`config.mk`:
```
export PLATFORM = sky130hd
export DESIGN_NAME = partition_fit_allocator
export DESIGN_NICKNAME = d
export VERILOG_FILES = /design/src/design/pfa_pkg.sv /design/src/design/pfa_ctrl.sv /design/src/design/pfa_datapath.sv /design/src/design/partition_fit_allocator.sv
export SDC_FILE = /design/constraint.sdc
export NUM_CORES = 1
export LEC_CHECK = 0
export ABC_AREA = 1
export BUFFER_PORTS_ARGS = -buffer_cell sky130_fd_sc_hd__buf_2
export CORE_MARGIN = 1
export CORE_UTILIZATION = 60
export CTS_CLUSTER_DIAMETER = 30
export DETAILED_ROUTE_END_ITERATION = 7
export PLACE_DENSITY = 0.84
export SLEW_MARGIN = 20
export SYNTH_ARGS = -nofsm -noshare
export SYNTH_HDL_FRONTEND = slang
export SYNTH_SLANG_ARGS = --single-unit
```
`constraint.sdc`:
```
create_clock -name i_clk -period 6.9 [get_ports i_clk]
set_input_delay 0.345 -clock i_clk [delete_from_list [all_inputs] [get_ports i_clk]]
set_output_delay 0.345 -clock i_clk [all_outputs]
set_load 0.02 [all_outputs]
```
`src/design/pfa_pkg.sv`:
```
package pfa_pkg;

    // Default table geometry
    localparam int MAX_PARTS_DEF = 16;
    localparam int SIZE_BITS_DEF = 16;

    // Fixed field widths
    localparam int PART_INDEX_W = 4;
    localparam int REQ_SIZE_W   = 16;
    localparam int REQ_NUM_W    = 16;
    localparam int POLICY_W     = 2;
    localparam int BLOCKS_W     = 5;
    localparam int CFG_INDEX_W  = 1;
    localparam int CFG_DATA_W   = 5;

    // Reset values of the configuration registers
    localparam logic [POLICY_W-1:0] POLICY_RESET = 2'd0;
    localparam logic [BLOCKS_W-1:0] BLOCKS_RESET = 5'd16;

    // Fit policy codes; the unused code behaves as first fit
    localparam logic [POLICY_W-1:0] POLICY_FIRST = 2'd0;
    localparam logic [POLICY_W-1:0] POLICY_BEST  = 2'd1;
    localparam logic [POLICY_W-1:0] POLICY_WORST = 2'd2;

    // Configuration register indexes
    localparam logic [CFG_INDEX_W-1:0] CFG_FIT_POLICY    = 1'd0;
    localparam logic [CFG_INDEX_W-1:0] CFG_BLOCKS_IN_USE = 1'd1;

    // Item type codes
    localparam logic REQ_LOAD  = 1'b0;
    localparam logic REQ_ALLOC = 1'b1;

    // Controller to datapath commands
    typedef struct packed {
        logic capture;
        logic scan;
        logic finish;
    } t_cmd;

    // Datapath to controller status
    typedef struct packed {
        logic is_alloc;
        logic limit_zero;
        logic scan_last;
    } t_status;

endpackage

```
`src/design/pfa_ctrl.sv`:
```
module pfa_ctrl (
    input  logic             i_clk,
    input  logic             i_rst_n,
    input  logic             i_start,
    input  pfa_pkg::t_status i_sts,
    output pfa_pkg::t_cmd    o_cmd,
    output logic             o_busy
);

    typedef enum logic [3:0] {
        S_IDLE   = 4'b0001,
        S_SCAN   = 4'b0010,
        S_DRAIN  = 4'b0100,
        S_FINISH = 4'b1000
    } t_state;

    t_state r_state;
    t_state n_state;

    // Next state
    always_comb begin
        n_state = r_state;
        case (r_state)
            S_IDLE: begin
                if (i_start) begin
                    n_state = (i_sts.is_alloc && !i_sts.limit_zero) ? S_SCAN : S_FINISH;
                end
            end
            S_SCAN: begin
                if (i_sts.scan_last) begin
                    n_state = S_DRAIN;
                end
            end
            S_DRAIN:  n_state = S_FINISH;
            S_FINISH: n_state = S_IDLE;
            default:  n_state = S_IDLE;
        endcase
    end

    // State register
    always_ff @(posedge i_clk) begin
        if (!i_rst_n) begin
            r_state <= S_IDLE;
        end else begin
            r_state <= n_state;
        end
    end

    // Drive commands from the current state
    assign o_busy        = (r_state != S_IDLE);
    assign o_cmd.capture = (r_state == S_IDLE) && i_start;
    assign o_cmd.scan    = (r_state == S_SCAN);
    assign o_cmd.finish  = (r_state == S_FINISH);

    // The drain state, which evaluates the last scan read, is only entered from the scan state
    a_drain_after_scan: assert property (@(posedge i_clk) disable iff (!i_rst_n)
        (r_state == S_DRAIN) |-> $past(r_state == S_SCAN))
        else $error("drain entered without a scan");

    // Leaving busy only happens through the finish state
    a_busy_ends_in_finish: assert property (@(posedge i_clk) disable iff (!i_rst_n)
        ($fell(o_busy) && $past(i_rst_n)) |-> $past(o_cmd.finish))
        else $error("busy dropped without finishing the transaction");

endmodule

```
`src/design/pfa_datapath.sv`:
```
module pfa_datapath #(
    parameter int MAX_PARTS = pfa_pkg::MAX_PARTS_DEF,
    parameter int SIZE_BITS = pfa_pkg::SIZE_BITS_DEF
) (
    input  logic                               i_clk,
    input  logic                               i_rst_n,
    input  logic                               i_cfg_we,
    input  logic [pfa_pkg::CFG_INDEX_W-1:0]    i_cfg_index,
    input  logic [pfa_pkg::CFG_DATA_W-1:0]     i_cfg_data,
    input  logic                               i_req_type,
    input  logic [pfa_pkg::PART_INDEX_W-1:0]   i_part_index,
    input  logic [pfa_pkg::REQ_SIZE_W-1:0]     i_req_size,
    input  pfa_pkg::t_cmd                      i_cmd,
    output pfa_pkg::t_status                   o_sts,
    output logic                               o_valid,
    output logic                               o_granted,
    output logic [pfa_pkg::PART_INDEX_W-1:0]   o_chosen_part,
    output logic [pfa_pkg::REQ_NUM_W-1:0]      o_request_number
);

    localparam int IDX_W = $clog2(MAX_PARTS);
    localparam int CNT_W = IDX_W + 1;
    localparam int CMP_W = (SIZE_BITS > pfa_pkg::REQ_SIZE_W) ? SIZE_BITS : pfa_pkg::REQ_SIZE_W;
    localparam int PI_W  = pfa_pkg::PART_INDEX_W;

    // Configuration registers
    logic [pfa_pkg::POLICY_W-1:0] r_fit_policy;
    logic [pfa_pkg::BLOCKS_W-1:0] r_blocks_in_use;

    // Partition table: sizes in memory, written/used marks in flops
    logic [SIZE_BITS-1:0] mem_size [MAX_PARTS];
    logic [MAX_PARTS-1:0] r_written;
    logic [MAX_PARTS-1:0] r_used;

    // Captured transaction
    logic                          r_req_type;
    logic [PI_W-1:0]               r_part_index;
    logic [pfa_pkg::REQ_SIZE_W-1:0] r_req_size;
    logic [CNT_W-1:0]              r_limit;

    // Scan state
    logic [CNT_W-1:0]     r_scan_idx;
    logic                 r_rd_vld;
    logic [IDX_W-1:0]     r_rd_idx;
    logic [SIZE_BITS-1:0] r_rd_data;
    logic                 r_rd_written;
    logic                 r_rd_used;
    logic                 r_found;
    logic [IDX_W-1:0]     r_best_idx;
    logic [SIZE_BITS-1:0] r_best_size;

    logic [pfa_pkg::REQ_NUM_W-1:0] r_req_count;

    // Result registers
    logic                           r_out_valid;
    logic                           r_out_granted;
    logic [PI_W-1:0]                r_out_part;
    logic [pfa_pkg::REQ_NUM_W-1:0]  r_out_num;

    logic [CNT_W-1:0]      w_limit;
    logic [CNT_W-1:0]      w_scan_next;
    logic [IDX_W-1:0]      w_scan_addr;
    logic [IDX_W+PI_W-1:0] w_ld_ext;
    logic [IDX_W-1:0]      w_ld_addr;
    logic                  w_ld_ok;
    logic [CMP_W-1:0]      w_need;
    logic [SIZE_BITS-1:0]  w_ld_size;
    logic [SIZE_BITS-1:0]  w_eff_size;
    logic                  w_fits;
    logic                  w_take;
    logic [IDX_W+PI_W-1:0] w_best_ext;

    // Saturate the partition count to the table depth
    assign w_limit = ($unsigned(32'(r_blocks_in_use)) > $unsigned(32'(MAX_PARTS)))
                     ? CNT_W'(MAX_PARTS) : CNT_W'(r_blocks_in_use);

    assign w_scan_next = r_scan_idx + 1'b1;
    assign w_scan_addr = r_scan_idx[IDX_W-1:0];

    assign o_sts.is_alloc   = (i_req_type == pfa_pkg::REQ_ALLOC);
    assign o_sts.limit_zero = (w_limit == '0);
    assign o_sts.scan_last  = (w_scan_next == r_limit);

    // Load address and size, masked to the table
    assign w_ld_ext  = {{IDX_W{1'b0}}, r_part_index};
    assign w_ld_addr = w_ld_ext[IDX_W-1:0];
    assign w_ld_ok   = ($unsigned(32'(r_part_index)) < $unsigned(32'(MAX_PARTS)));
    assign w_need    = CMP_W'(r_req_size);
    assign w_ld_size = w_need[SIZE_BITS-1:0];

    // Evaluate the entry read in the previous cycle
    assign w_eff_size = r_rd_written ? r_rd_data : '0;
    assign w_fits     = !r_rd_used && (CMP_W'(w_eff_size) >= w_need);

    always_comb begin
        w_take = 1'b0;
        if (w_fits) begin
            if (!r_found) begin
                w_take = 1'b1;
            end else begin
                case (r_fit_policy)
                    pfa_pkg::POLICY_BEST:  w_take = (w_eff_size < r_best_size);
                    pfa_pkg::POLICY_WORST: w_take = (w_eff_size > r_best_size);
                    default:               w_take = 1'b0;
                endcase
            end
        end
    end

    assign w_best_ext = {{PI_W{1'b0}}, r_best_idx};

    // Configuration writes
    always_ff @(posedge i_clk) begin
        if (!i_rst_n) begin
            r_fit_policy    <= pfa_pkg::POLICY_RESET;
            r_blocks_in_use <= pfa_pkg::BLOCKS_RESET;
        end else if (i_cfg_we) begin
            case (i_cfg_index)
                pfa_pkg::CFG_FIT_POLICY:    r_fit_policy    <= i_cfg_data[pfa_pkg::POLICY_W-1:0];
                pfa_pkg::CFG_BLOCKS_IN_USE: r_blocks_in_use <= i_cfg_data[pfa_pkg::BLOCKS_W-1:0];
                default: ;
            endcase
        end
    end

    // Size memory: write on load finish, read one entry per scan cycle
    always_ff @(posedge i_clk) begin
        if (i_cmd.finish && (r_req_type == pfa_pkg::REQ_LOAD) && w_ld_ok) begin
            mem_size[w_ld_addr] <= w_ld_size;
        end
    end

    always_ff @(posedge i_clk) begin
        if (i_cmd.scan) begin
            r_rd_data <= mem_size[w_scan_addr];
        end
    end

    // Capture the transaction and hold read side info
    always_ff @(posedge i_clk) begin
        if (i_cmd.capture) begin
            r_req_type   <= i_req_type;
            r_part_index <= i_part_index;
            r_req_size   <= i_req_size;
            r_limit      <= w_limit;
        end
        if (i_cmd.scan) begin
            r_rd_idx     <= w_scan_addr;
            r_rd_written <= r_written[w_scan_addr];
            r_rd_used    <= r_used[w_scan_addr];
        end
        if (r_rd_vld && w_take) begin
            r_best_idx  <= r_rd_idx;
            r_best_size <= w_eff_size;
        end
        if (i_cmd.finish) begin
            r_out_granted <= (r_req_type == pfa_pkg::REQ_ALLOC) && r_found;
            r_out_part    <= ((r_req_type == pfa_pkg::REQ_ALLOC) && r_found)
                             ? w_best_ext[PI_W-1:0] : '0;
            r_out_num     <= (r_req_type == pfa_pkg::REQ_ALLOC) ? r_req_count : '0;
        end
    end

    // Scan control, marks and request counter
    always_ff @(posedge i_clk) begin
        if (!i_rst_n) begin
            r_written   <= '0;
            r_used      <= '0;
            r_scan_idx  <= '0;
            r_rd_vld    <= 1'b0;
            r_found     <= 1'b0;
            r_req_count <= '0;
            r_out_valid <= 1'b0;
        end else begin
            r_rd_vld    <= i_cmd.scan;
            r_out_valid <= i_cmd.finish;
            if (i_cmd.capture) begin
                r_scan_idx <= '0;
                r_found    <= 1'b0;
            end else if (i_cmd.scan) begin
                r_scan_idx <= w_scan_next;
            end
            if (r_rd_vld && w_take) begin
                r_found <= 1'b1;
            end
            if (i_cmd.finish) begin
                if (r_req_type == pfa_pkg::REQ_LOAD) begin
                    if (w_ld_ok) begin
                        r_written[w_ld_addr] <= 1'b1;
                        r_used[w_ld_addr]    <= 1'b0;
                    end
                end else begin
                    r_req_count <= r_req_count + 1'b1;
                    if (r_found) begin
                        r_used[r_best_idx] <= 1'b1;
                    end
                end
            end
        end
    end

    assign o_valid          = r_out_valid;
    assign o_granted        = r_out_granted;
    assign o_chosen_part    = r_out_part;
    assign o_request_number = r_out_num;

    // A read result only appears right after a scan command
    a_read_follows_scan: assert property (@(posedge i_clk) disable iff (!i_rst_n)
        r_rd_vld |-> $past(i_cmd.scan))
        else $error("read data flagged without a scan");

    // A found partition always lies within the searched range
    a_best_in_range: assert property (@(posedge i_clk) disable iff (!i_rst_n)
        (r_found && !i_cmd.capture) |-> (CNT_W'(r_best_idx) < r_limit))
        else $error("selected partition outside the search range");

endmodule

```
`src/design/partition_fit_allocator.sv`:
```
// Partition fit allocator.
// A load, or a request with no partition to search, goes from idle to the finish
// state; any other request first scans the partitions searched, one entry per
// cycle, then passes the drain state before finishing. A new request is taken
// only when the block is idle again. Reset (synchronous, active low) frees every
// partition, makes every size read as zero and zeroes the count.
// Results are strobed for one cycle on o_valid; the receiver cannot stall.
module partition_fit_allocator #(
    parameter int MAX_PARTS = pfa_pkg::MAX_PARTS_DEF,
    parameter int SIZE_BITS = pfa_pkg::SIZE_BITS_DEF
) (
    input  logic                              i_clk,
    input  logic                              i_rst_n,
    input  logic                              i_cfg_we,
    input  logic [pfa_pkg::CFG_INDEX_W-1:0]   i_cfg_index,
    input  logic [pfa_pkg::CFG_DATA_W-1:0]    i_cfg_data,
    input  logic                              start,
    output logic                              busy,
    input  logic                              i_req_type,
    input  logic [pfa_pkg::PART_INDEX_W-1:0]  i_part_index,
    input  logic [pfa_pkg::REQ_SIZE_W-1:0]    i_req_size,
    output logic                              o_valid,
    output logic                              o_granted,
    output logic [pfa_pkg::PART_INDEX_W-1:0]  o_chosen_part,
    output logic [pfa_pkg::REQ_NUM_W-1:0]     o_request_number
);

    pfa_pkg::t_cmd    w_cmd;
    pfa_pkg::t_status w_sts;

    // Sequence the transaction
    pfa_ctrl u_ctrl (
        .i_clk   (i_clk),
        .i_rst_n (i_rst_n),
        .i_start (start),
        .i_sts   (w_sts),
        .o_cmd   (w_cmd),
        .o_busy  (busy)
    );

    // Table, search and result registers
    pfa_datapath #(
        .MAX_PARTS (MAX_PARTS),
        .SIZE_BITS (SIZE_BITS)
    ) u_datapath (
        .i_clk            (i_clk),
        .i_rst_n          (i_rst_n),
        .i_cfg_we         (i_cfg_we),
        .i_cfg_index      (i_cfg_index),
        .i_cfg_data       (i_cfg_data),
        .i_req_type       (i_req_type),
        .i_part_index     (i_part_index),
        .i_req_size       (i_req_size),
        .i_cmd            (w_cmd),
        .o_sts            (w_sts),
        .o_valid          (o_valid),
        .o_granted        (o_granted),
        .o_chosen_part    (o_chosen_part),
        .o_request_number (o_request_number)
    );

endmodule

```
==> results of run 1 <==
[cells in the final DEF (no fill, tap or decap), drive strengths merged, types with 2 or more instances in the layout]
| cell | count |
|---|---|
| edfxtp | 345 |
| nor2 | 186 |
| inv | 170 |
| o21ai | 154 |
| nand2 | 152 |
| a21oi | 131 |
| clkbuf | 80 |
| buf | 75 |
| dfxtp | 67 |
| o221ai | 36 |
| ha | 33 |
| o22ai | 32 |
| nand3 | 27 |
| clkinv | 27 |
| dlygate4sd3 | 21 |
| nor3 | 16 |
| a211oi | 8 |
| nand4 | 7 |
| bufinv | 5 |
| xor2 | 5 |
| o21a | 3 |
| xnor2 | 3 |
| clkinvlp | 3 |
| or2 | 3 |
| nor3b | 2 |
[flip-flops by register name, indices dropped and copies added, names as in the netlist, 5 cells and up]
| register | cells |
|---|---|
| u_datapath.r_written | 16 |
| u_datapath.r_blocks_in_use | 5 |
| u_datapath.r_scan_idx | 5 |
| u_datapath.r_req_count | 16 |
| u_datapath.mem_size | 256 |
| u_datapath.r_used | 16 |
| u_datapath.o_request_number | 16 |
| u_datapath.r_best_size | 16 |
| u_datapath.r_limit | 5 |
| u_datapath.r_req_size | 16 |
| u_datapath.r_rd_data | 16 |
[cell type report]
type,instances,area (sq um)
clock buffers,80,1851
clock inverters,49,598.1
fillers,1588,7034
inverters,156,585.6
multi-input cells,807,4295
flip-flops and latches,412,11710
well taps,372,465.4
repair buffers,96,640.6
[critical path, cell delays in order, from the launching register on]
cell and delay, ps:
dfxtp_4 490, inv_2 600, nand2_2 740, o221ai_1 470
a21oi_1 80, o21ai_0 210, o21ai_1 180
[through the flow]
step	util [%]	setup slack [ps]	instance area, sq um	cells
after floorplan	-	3769	16780	1439
after global placement	64.29	3797	17470	1822
final	74.12	3771	20140	1972
after detailed placement	64.30	3672	17480	1822
after global routing	74.12	3590	20140	1972
after CTS	74.09	3559	20130	1972
[path summary, 6_finish.rpt]
| path | start | end | slack, ps | depth (start not counted) |
|---|---|---|---|---|
| worst min-delay path | i_cfg_data[4] | u_datapath.r_blocks_in_use[4]$_SDFFE_PN1P_ | 50 | 3 |
| worst min register to register | u_datapath.r_rd_idx[0]$_DFFE_PP_ | u_datapath.r_best_idx[0]$_DFFE_PP_ | 410 | 0 |
| worst max register to register | u_datapath.r_scan_idx[0]$_SDFFE_PP0P_ | u_datapath.r_rd_data[8]$_DFFE_PP_ | 3770 | 6 |
| worst max-delay path | u_datapath.r_scan_idx[0]$_SDFFE_PP0P_ | u_datapath.r_rd_data[8]$_DFFE_PP_ | 3770 | 6 |
[what timing repair did]
action	4_1_cts	5_1_grt
hold buffers	21	0
gates resized for setup	0	0
endpoints found under the hold margin	21	0
[metal layers]
layer	vias to the layer above	part of all wire (%)	wire length [um]
met2	977	48	21530
met5	-	0	0
met4	0	4.5	2041
li1	5320	-	-
met3	181	12	5312
met1	5850	36	15970
[where the power goes]
group / switching, mW / internal (mW)
Sequential: 0.0593 / 2.75
Clock: 1.35 / 2.19
Combinational: 0.119 / 0.0521
Total: 1.52 / 4.99
[kinds of logic after synthesis]
logic type,count (synthesis)
buf+inv,220
compound gates,369
xor+xnor,8
fa+ha+maj,33
simple gates,397
flops,412
==> results.md, run 1 <==
* Vias in the first global route at 12350
* Max Clk Rate at 319.6 MHz
* Arrival time at the worst endpoint at 3400 ps
* Synth-to-layout area growth at 20.04%
* GRT overflow at 0
* Fin. Hold Viols at 0
* Worst skew pair latency at 590 ps
* Multiplexer share of the synthesized area at 0%
* DRT Wirelength at 44860 um
* HPWL after DPL at 22940 um
* CTS tree: built
* Vias per cell at 6.252
* Max Cap Viol at 0
* Final period utilization at 45.35%
* Post-synth top area cell: edfxtp_1
* Slew Viols, Final at 0
* Measured slew at the worst slew-check pin at 1154 ps
* Number of distinct library cells after synthesis at 44
* Grt met2 use at 51.69%
* GRT met1 Usage at 39.90%
* Global route hottest layer: met2
* Count leader, synth: edfxtp_1
* Routed via count at 12330
* CP max FO at 43
* Critical Path RT at 7170 ps
* Asr flop ratio synth at 0%
* Starting Density at 61.74%
* Top post-synthesis cells by area: edfxtp_1 (62%), dfxtp_1 (8.0%), o21ai_0 (4.3%)
* Synth Net Count at 1503
* Clock Path Buffers at 3
* Largest family of logic cells by synthesized area: compound AO/OA/AOI/OAI gates
* TritonCTS buffer count at 71
* CTS sink count at 412
* Core Box Area at 0.02718 sq mm
* Primary FF master, synth: edfxtp_1
* Register bit count reported by yosys at 412
* Antenna Nets Post-Route at 0
* PD cells at 323.5 mW/mm^2
* Synth Area in XOR/XNOR at 0.4623%
* Largest net degree at the start of global routing at 78
* Setup bufs post-CTS at 0
* Die width at 169.2 um
* Sequential area share after synthesis at 69.74%
* Adder-cell share of the synthesized area at 2.461%
* Layout cell share with drive strength beyond 1 at 15.06%
* Simple-Gate Fraction of Synth Area at 9.925%
* Gpl congestion at 0.8770
* Die area at 0.02864 sq mm
* Worst Clk Skew at 43.89 ps
* Syn_area_per_cell at 11.66 sq um
* Status: complete, no violations
* Wirelength per Cell at 22.75 um
* Synthesized area at 0.01678 sq mm
* Area share of the largest cell type after synthesis at 61.74%
* LEAKAGE at 7.534 nW
* Hold WC Path Type: primary input to register
* Initial antenna violation count at 0
* CP endpoint kind: register
* Hold slack at 50.95 ps
* Final #Nets at 1608
* GR Util All Layers at 32.07%
* # port buffers at 53
* Crit Path Class: register to register
* EDFF count, synth at 345
* Top-Level Pins at 54
* 1st-pass router iterations at 6
* Die height at 169.2 um
* GRT met3 Usage at 8.209%
* Antenna cells at 0
* YS warnings at 0
* Worst Setup Start Kind: register
* Cells after Synth at 1439
* Setup violators final at 0
* Post-Route Setup TNS at 0 ps
* Wire length of the first global-routing pass at 68410 um
* Root Driver: clkbuf_16
* Design Power at 6.516 mW
* Residual DRC count at 0
* Row count at 60
* Post-synth top cells: edfxtp_1 (345), nor2_1 (176), inv_1 (149), nand2_1 (149), o21ai_0 (144)
* DRC marker count from the first detailed-route iteration at 1922
* Synth Area in Compound Gates at 12.36%
* Maximum vdd drop at 0.3035 mV
* H-tree depth at 3
* Crit path time final at 3129 ps
* CTS clk-pin slew, worst paths at 50 ps
* Relative slew slack at 23.00%
* Unrepaired setup endpoints after global routing: no
Note: power is estimated with default switching activity, not from simulation.
==> run 2, diff against run 1 <==
CORE_UTILIZATION = 56   (was 60)
PLACE_DENSITY = 0.83   (was 0.84)
clock period = 2.6 ns   (was 6.9 ns; I/O delays follow)
==> results.md, run 2 (same netlist as run 1, synthesis figures left out) <==
* Worst setup path end: u_datapath.r_best_size[13]$_DFFE_PP_
* Top-Level Pins at 54 (unchanged)
* Initial antenna violation count at 0 (unchanged)
* Worst R2R End: u_datapath.r_best_size[13]$_DFFE_PP_
* CTS sink count at 412 (unchanged)
* Antenna cells at 0 (unchanged)
* Largest net degree at the start of global routing at 63 (-19%)
* Wire length of the first global-routing pass at 68580 um (+0.24%)
* Setup crit start: u_datapath.r_rd_written$_DFFE_PP_
* Final Cell Area at 0.02093 sq mm (+3.9%)
* CTS tree: built
* Slew Viols, Final at 0 (unchanged)
* Max FFs per register at 256 (unchanged)
* # port buffers at 53 (unchanged)
* Layout cell share with drive strength beyond 1 at 19.08% (+4.0 points)
* Routed via count at 12760 (+3.5%)
* Starting Density at 56.76% (-5.0 points)
* Max Clk Rate at 377.1 MHz (+18%)
* H-tree depth at 3 (unchanged)
* CP endpoint kind: register
* # fillers at 1749 (+10%)
* Die width at 175.1 um (+3.5%)
* DRT Wirelength at 47870 um (+6.7%)
* Design Power at 17.67 mW (+170%)
* Arrival time at the worst endpoint at 2920 ps (-480 ps)
* Status: complete, but fails checks
* Most frequent cells in the layout: edfxtp_1 (345), nor2_1 (161), nand2_1 (146), inv_1 (145), o21ai_0 (142)
* Measured slew at the worst slew-check pin at 843.2 ps (-310.4 ps)
* Die area at 0.03066 sq mm (+7.1%)
* GRT overflow at 0 (unchanged)
* Worst r2r src: u_datapath.r_rd_written$_DFFE_PP_
* Worst skew pair latency at 580 ps (about the same)
* Max Cap Viol at 0 (unchanged)
* Worst Setup Start Kind: register
* CP max FO at 8 (-81%)
* Final worst setup slack at -52.11 ps (-3823 ps)
* 1st-pass router iterations at 7 (+1)
* Die height at 175.1 um (+3.5%)
* Clock Path Buffers at 3 (unchanged)
* CTS clk-pin slew, worst paths at 50 ps (about the same)
* Synth-to-layout area growth at 24.76%
* Critical Path RT at 2870 ps (-4300 ps)
* Crit path time final at 2652 ps (-477.0 ps)
* Fin. Hold Viols at 0 (unchanged)
* PD cells at 844.2 mW/mm^2 (+160%)
* LEAKAGE at 7.848 nW (+4.2%)
* Residual DRC count at 2 (+2)
* Largest reg by FF count: u_datapath.mem_size
* Row count at 63 (+5.0%)
* Vias per cell at 6.236 (-0.25%)
* Hold WC Path Type: primary input to register
* R2r setup slk at -50 ps (-3820 ps)
* Gpl congestion at 0.8623 (-1.7%)
* HPWL after DPL at 23680 um (+3.2%)
* TritonCTS buffer count at 71 (unchanged)
* Commonest non-fill, non-tap cell in the layout: edfxtp_1
* Antenna Nets Post-Route at 0 (unchanged)
* Failing checks: DRC, setup timing
* Relative slew slack at 43.72% (+21 points)
* Final #Nets at 1662 (+3.4%)
* Core Box Area at 0.02956 sq mm (+8.8%)
* Root Driver: clkbuf_16
* Maximum vdd drop at 0.8758 mV (+190%)
* DRC marker count from the first detailed-route iteration at 2152 (+12%)
* Final period utilization at 102.0% (+57 points)
* GR Util All Layers at 29.67% (-2.4 points)
* Setup violators final at 20 (+20)
* Worst Clk Skew at 28.42 ps (-15.47 ps)
* Wirelength per Cell at 23.40 um (+2.8%)
* Vias in the first global route at 12490 (+1.1%)
* Crit Path Class: register to register
* Placed inst area at 0.01785 sq mm (+2.1%)
* Worst R2R Path Depth at 13 (+7)
## run 2: cell types whose count changed in the layout (fill, tap and decap cells not counted), moves of 5 or more
cell | before | now
bufinv_16 | 5 | 10
nand3_1 | 24 | 19
ha_1 | 33 | 23
dlygate4sd3_1 | 21 | 30
clkinvlp_4 | 3 | 12
inv_6 | 11 | 6
buf_4 | 22 | 58
clkinv_4 | 7 | 2
ha_4 | 0 | 10
## run 2: routing by layer
| layer | vias up | global-route usage, % | wire [um] | part of all wire (%) |
|---|---|---|---|---|
| li1 | 5425 | - | - | - |
| met1 | 5936 | 36.07 | 15900 | 33 |
| met2 | 1145 | 48.50 | 22610 | 47 |
| met3 | 252 | 6.397 | 6126 | 13 |
| met4 | 0 | 18.41 | 3222 | 6.7 |
| met5 | - | 0 | 0 | 0 |
## run 2: timing repair
action,4_1_cts,5_1_grt
gates resized for setup,1,38
endpoints found under the setup margin,3,20
pin swaps,0,8
hold buffers,30,0
buffers inserted,0,3
endpoints found under the hold margin,34,0
gates cloned,0,2
## run 2: area by class of cell
| cell class | count | area, sq um | share of cell area, % |
|---|---|---|---|
| clock buffers | 81 | 1867 | 8.918 |
| flip-flops and latches | 412 | 11710 | 55.92 |
| clock inverters | 50 | 624.3 | 2.982 |
| inverters | 156 | 585.6 | 2.797 |
| repair buffers | 150 | 1169 | 5.582 |
| multi-input cells | 807 | 4494 | 21.47 |
| well taps | 390 | 488.0 | 2.331 |
## run 2: metrics by stage
stage          hold WS, ps  instances  setup slack [ps]  TNS, ps  utilization, %
4_1_cts              5.255       2041             54.82        0           69.84
5_1_grt              54.23       2046            -114.6    -2093           70.82
6_report             34.06       2046            -52.11   -900.4           70.82
2_1_floorplan        228.9       1439             36.35        0               -
3_3_place_gp         306.3       1880             233.1        0           60.38
3_5_place_dp         308.1       1880             175.5        0           60.38
## run 2: power by group
part	switching, mW	internal [mW]
clock network	3.42	6.24
registers	0.0691	7.30
logic	0.439	0.200
total	3.93	13.7
## run 2: worst max-delay path, cell delays in order (launching register included)
cell       delay, ps
edfxtp_1         380
buf_4            170
clkbuf_16        150
nand2_1          100
inv_2            100
ha_4             280
a21oi_4          250
a21oi_2          110
nor2_2           150
nand2_1           90
nand2_2           70
nand3_2          100
a21oi_4          220
buf_6            170
## run 2: how the worst min path moves through the flow
stage	start	to	depth (start not counted)
floorplan	i_part_index[0]	u_datapath.r_part_index[0]$_DFFE_PP_	0
global placement	i_req_size[1]	u_datapath.r_req_size[1]$_DFFE_PP_	1
detailed placement	i_req_size[15]	u_datapath.r_req_size[15]$_DFFE_PP_	1
CTS	i_cfg_we	u_datapath.r_fit_policy[1]$_SDFFE_PN0P_	5
global route	i_cfg_we	u_datapath.r_fit_policy[1]$_SDFFE_PN0P_	5
finish	i_cfg_we	u_datapath.r_fit_policy[1]$_SDFFE_PN0P_	5
==> run 3, diff against run 2 <==
CELL_PAD_IN_SITES_DETAIL_PLACEMENT = 1   (was not set)
CELL_PAD_IN_SITES_GLOBAL_PLACEMENT = 1   (was not set)
CORE_UTILIZATION = 46   (was 56)
==> results.md, run 3 (same netlist as run 1, synthesis figures left out) <==
* Status: complete, but fails checks
* Failing checks: DRC, setup timing
* PD cells at 882.9 mW/mm^2 (+4.6%)
* Commonest non-fill, non-tap cell in the layout: edfxtp_1
* 1st-pass router iterations at 7 (unchanged)
* Measured slew at the worst slew-check pin at 879.3 ps (+36.10 ps)
* Residual DRC count at 6 (+4)
* GRT met1 Usage at 37.12% (+1.0 points)
* Setup crit start: u_datapath.r_rd_written$_DFFE_PP_
* Max FFs per register at 256 (unchanged)
* Max incr delay on CP at 620 ps (+240 ps)
* Reg power frac at 38.9% (-2.8 points)
* Final period utilization at 114.4% (+12 points)
* HPWL after DPL at 30790 um (+30%)
* Most frequent cells in the layout: edfxtp_1 (345), nor2_1 (161), o21ai_0 (141), nand2_1 (140), inv_1 (138)
* Vias in the first global route at 14190 (+14%)
* GR Util All Layers at 31.93% (+2.3 points)
* Grt met2 use at 54.09% (+5.6 points)
* Design Power at 18.98 mW (+7.4%)
* CP max FO at 7 (-1)
* Final worst setup slack at -374.6 ps (-322.5 ps)
* Largest net degree at the start of global routing at 66 (+4.8%)
* DRT Wirelength at 64400 um (+35%)
* Clock network fraction of design power at 57.2% (+2.5 points)
* Die width at 193.0 um (+10%)
* Die height at 193.0 um (+10%)
* Core Box Area at 0.03574 sq mm (+21%)
* Top-Level Pins at 54 (unchanged)
* Hold slack at 20.07 ps (-13.99 ps)
* Fin. Hold Viols at 0 (unchanged)
* GRT met3 Usage at 7.222% (+0.82 points)
* # port buffers at 53 (unchanged)
* Beginning of the worst hold path: i_cfg_we
* Starting Density at 46.94% (-9.8 points)
* Worst r2r src: u_datapath.r_rd_written$_DFFE_PP_
* Clock Path Buffers at 3 (unchanged)
* Row count at 69 (+9.5%)
* Switching share of power at 23.77% (+1.6 points)
* Hold WC Path Type: primary input to register
* Critical Path RT at 2970 ps (+100 ps)
* H-tree depth at 3 (unchanged)
* Crit path time final at 2975 ps (+322.5 ps)
* Antenna Nets Post-Route at 0 (unchanged)
* Relative slew slack at 41.31% (-2.4 points)
* Buf/Inv on CP at 3 (-1)
* Synth-to-layout area growth at 28.10%
* TritonCTS buffer count at 80 (+13%)
* P_int at 14.46 mW (+5.2%)
* Crit Path Class: register to register
* CTS sink count at 412 (unchanged)
* Initial antenna violation count at 0 (unchanged)
* Antenna cells at 0 (unchanged)
* Global route hottest layer: met2
* CP max stage cell: a21oi_1
* Vias per cell at 6.260 (+0.39%)
* CTS clk-pin slew, worst paths at 50 ps (about the same)
* R2r setup slk at -370 ps (-320 ps)
* Layout cell share with drive strength beyond 1 at 21.11% (+2.0 points)
* CTS tree: built
* Largest reg by FF count: u_datapath.mem_size
* Max Cap Viol at 0 (unchanged)
* Root Driver: clkbuf_16
* Arrival time at the worst endpoint at 3340 ps (+420 ps)
* GRT overflow at 0 (unchanged)
* Gpl congestion at 0.8621 (about the same)
* Crit-path cells: buf_6 > nand2_2 > inv_2 > ha_1 > a21oi_1 > o21ai_1 > a21oi_2 > nand3_2 > nand2_2 > a21oi_4 > clkbuf_16
* Top delay family on crit path: compound AO/OA/AOI/OAI gates
* Worst Setup Start Kind: register
* Setup violators final at 21 (+5.0%)
* Slew Viols, Final at 0 (unchanged)
* Maximum vdd drop at 0.8294 mV (-5.3%)
* Pre-CTS setup slack at 38.42 ps (-137.0 ps)
* Worst skew pair latency at 610 ps (+30 ps)
* Final #Nets at 1679 (+1.0%)
* Worst Clk Skew at 26.44 ps (-1.976 ps)
* CP endpoint kind: register
* Die area at 0.03724 sq mm (+21%)
* Max Clk Rate at 336.2 MHz (-11%)
* Routed via count at 13420 (+5.1%)
* Post-Route Setup TNS at -7394 ps (-6493 ps)
* Final Cell Area at 0.02149 sq mm (+2.7%)
* Switching power at 4.511 mW (+15%)
* Wirelength per Cell at 30.05 um (+28%)
* Wire length of the first global-routing pass at 86460 um (+26%)
* Combinational group share of total power at 3.9% (+0.3 points)
* LEAKAGE at 8.040 nW (+2.4%)
* Placed inst area at 0.01801 sq mm (+0.93%)
* Top cell by count, worst path: nand2_2
* DRC marker count from the first detailed-route iteration at 1478 (-31%)
## run 3: per-stage QoR
step	util [%]	std cells
after floorplan	-	1439
after global placement	50.40	1954
after detailed placement	50.40	1954
after CTS	59.18	2138
after global routing	60.13	2143
final	60.13	2143
## run 3: area by class of cell
cell class | count | area (sq um)
fill | 3557 | 14250
sequential | 412 | 11710
multi-input combinational | 807 | 4586
clock buffer | 93 | 2102
timing repair buffer | 158 | 1275
clock inverter | 56 | 661.9
inverter | 156 | 585.6
tap | 461 | 576.8
## run 3: power groups by stage
stage	clock network, mW	registers [mW]	logic, mW
after floorplan	0	7.53	0.258
after global placement	0	7.49	0.537
after detailed placement	0	7.50	0.582
after CTS	10.7	7.38	0.666
after global routing	11.1	7.38	0.769
final	10.9	7.38	0.734
## run 3: path summary, 6_finish.rpt
path,end,cells past startpoint
worst max-delay path,u_datapath.r_best_size[3]$_DFFE_PP_,11
worst min-delay path,u_datapath.r_blocks_in_use[2]$_SDFFE_PN0P_,3
worst max register to register,u_datapath.r_best_size[3]$_DFFE_PP_,11
worst min register to register,u_datapath.r_best_idx[3]$_DFFE_PP_,0
## run 3: worst reg2reg max path: cells and delay by family, from the launching register on
kind                       cells  cell delay (ps)
AOI/OAI and AO/OA              4             1180
DFF                            1              470
buffers and inverters          3              460
adders and majority gates      1              350
and+or+nand+nor                3              270
## run 3: routing by layer
metal,share of wire [%],up-vias
met4,6.1,0
met5,0,-
li1,-,5487
met3,9.4,283
met2,49,956
met1,36,6689
## run 3: timing repair
action / 4_1_cts / 5_1_grt
hold buffers: 35 / 0
buffers inserted: 0 / 3
setup endpoints to repair: 20 / 20
pin swaps: 1 / 17
cloned: 0 / 2
gates resized for setup: 5 / 61
hold endpoints to repair: 36 / 0
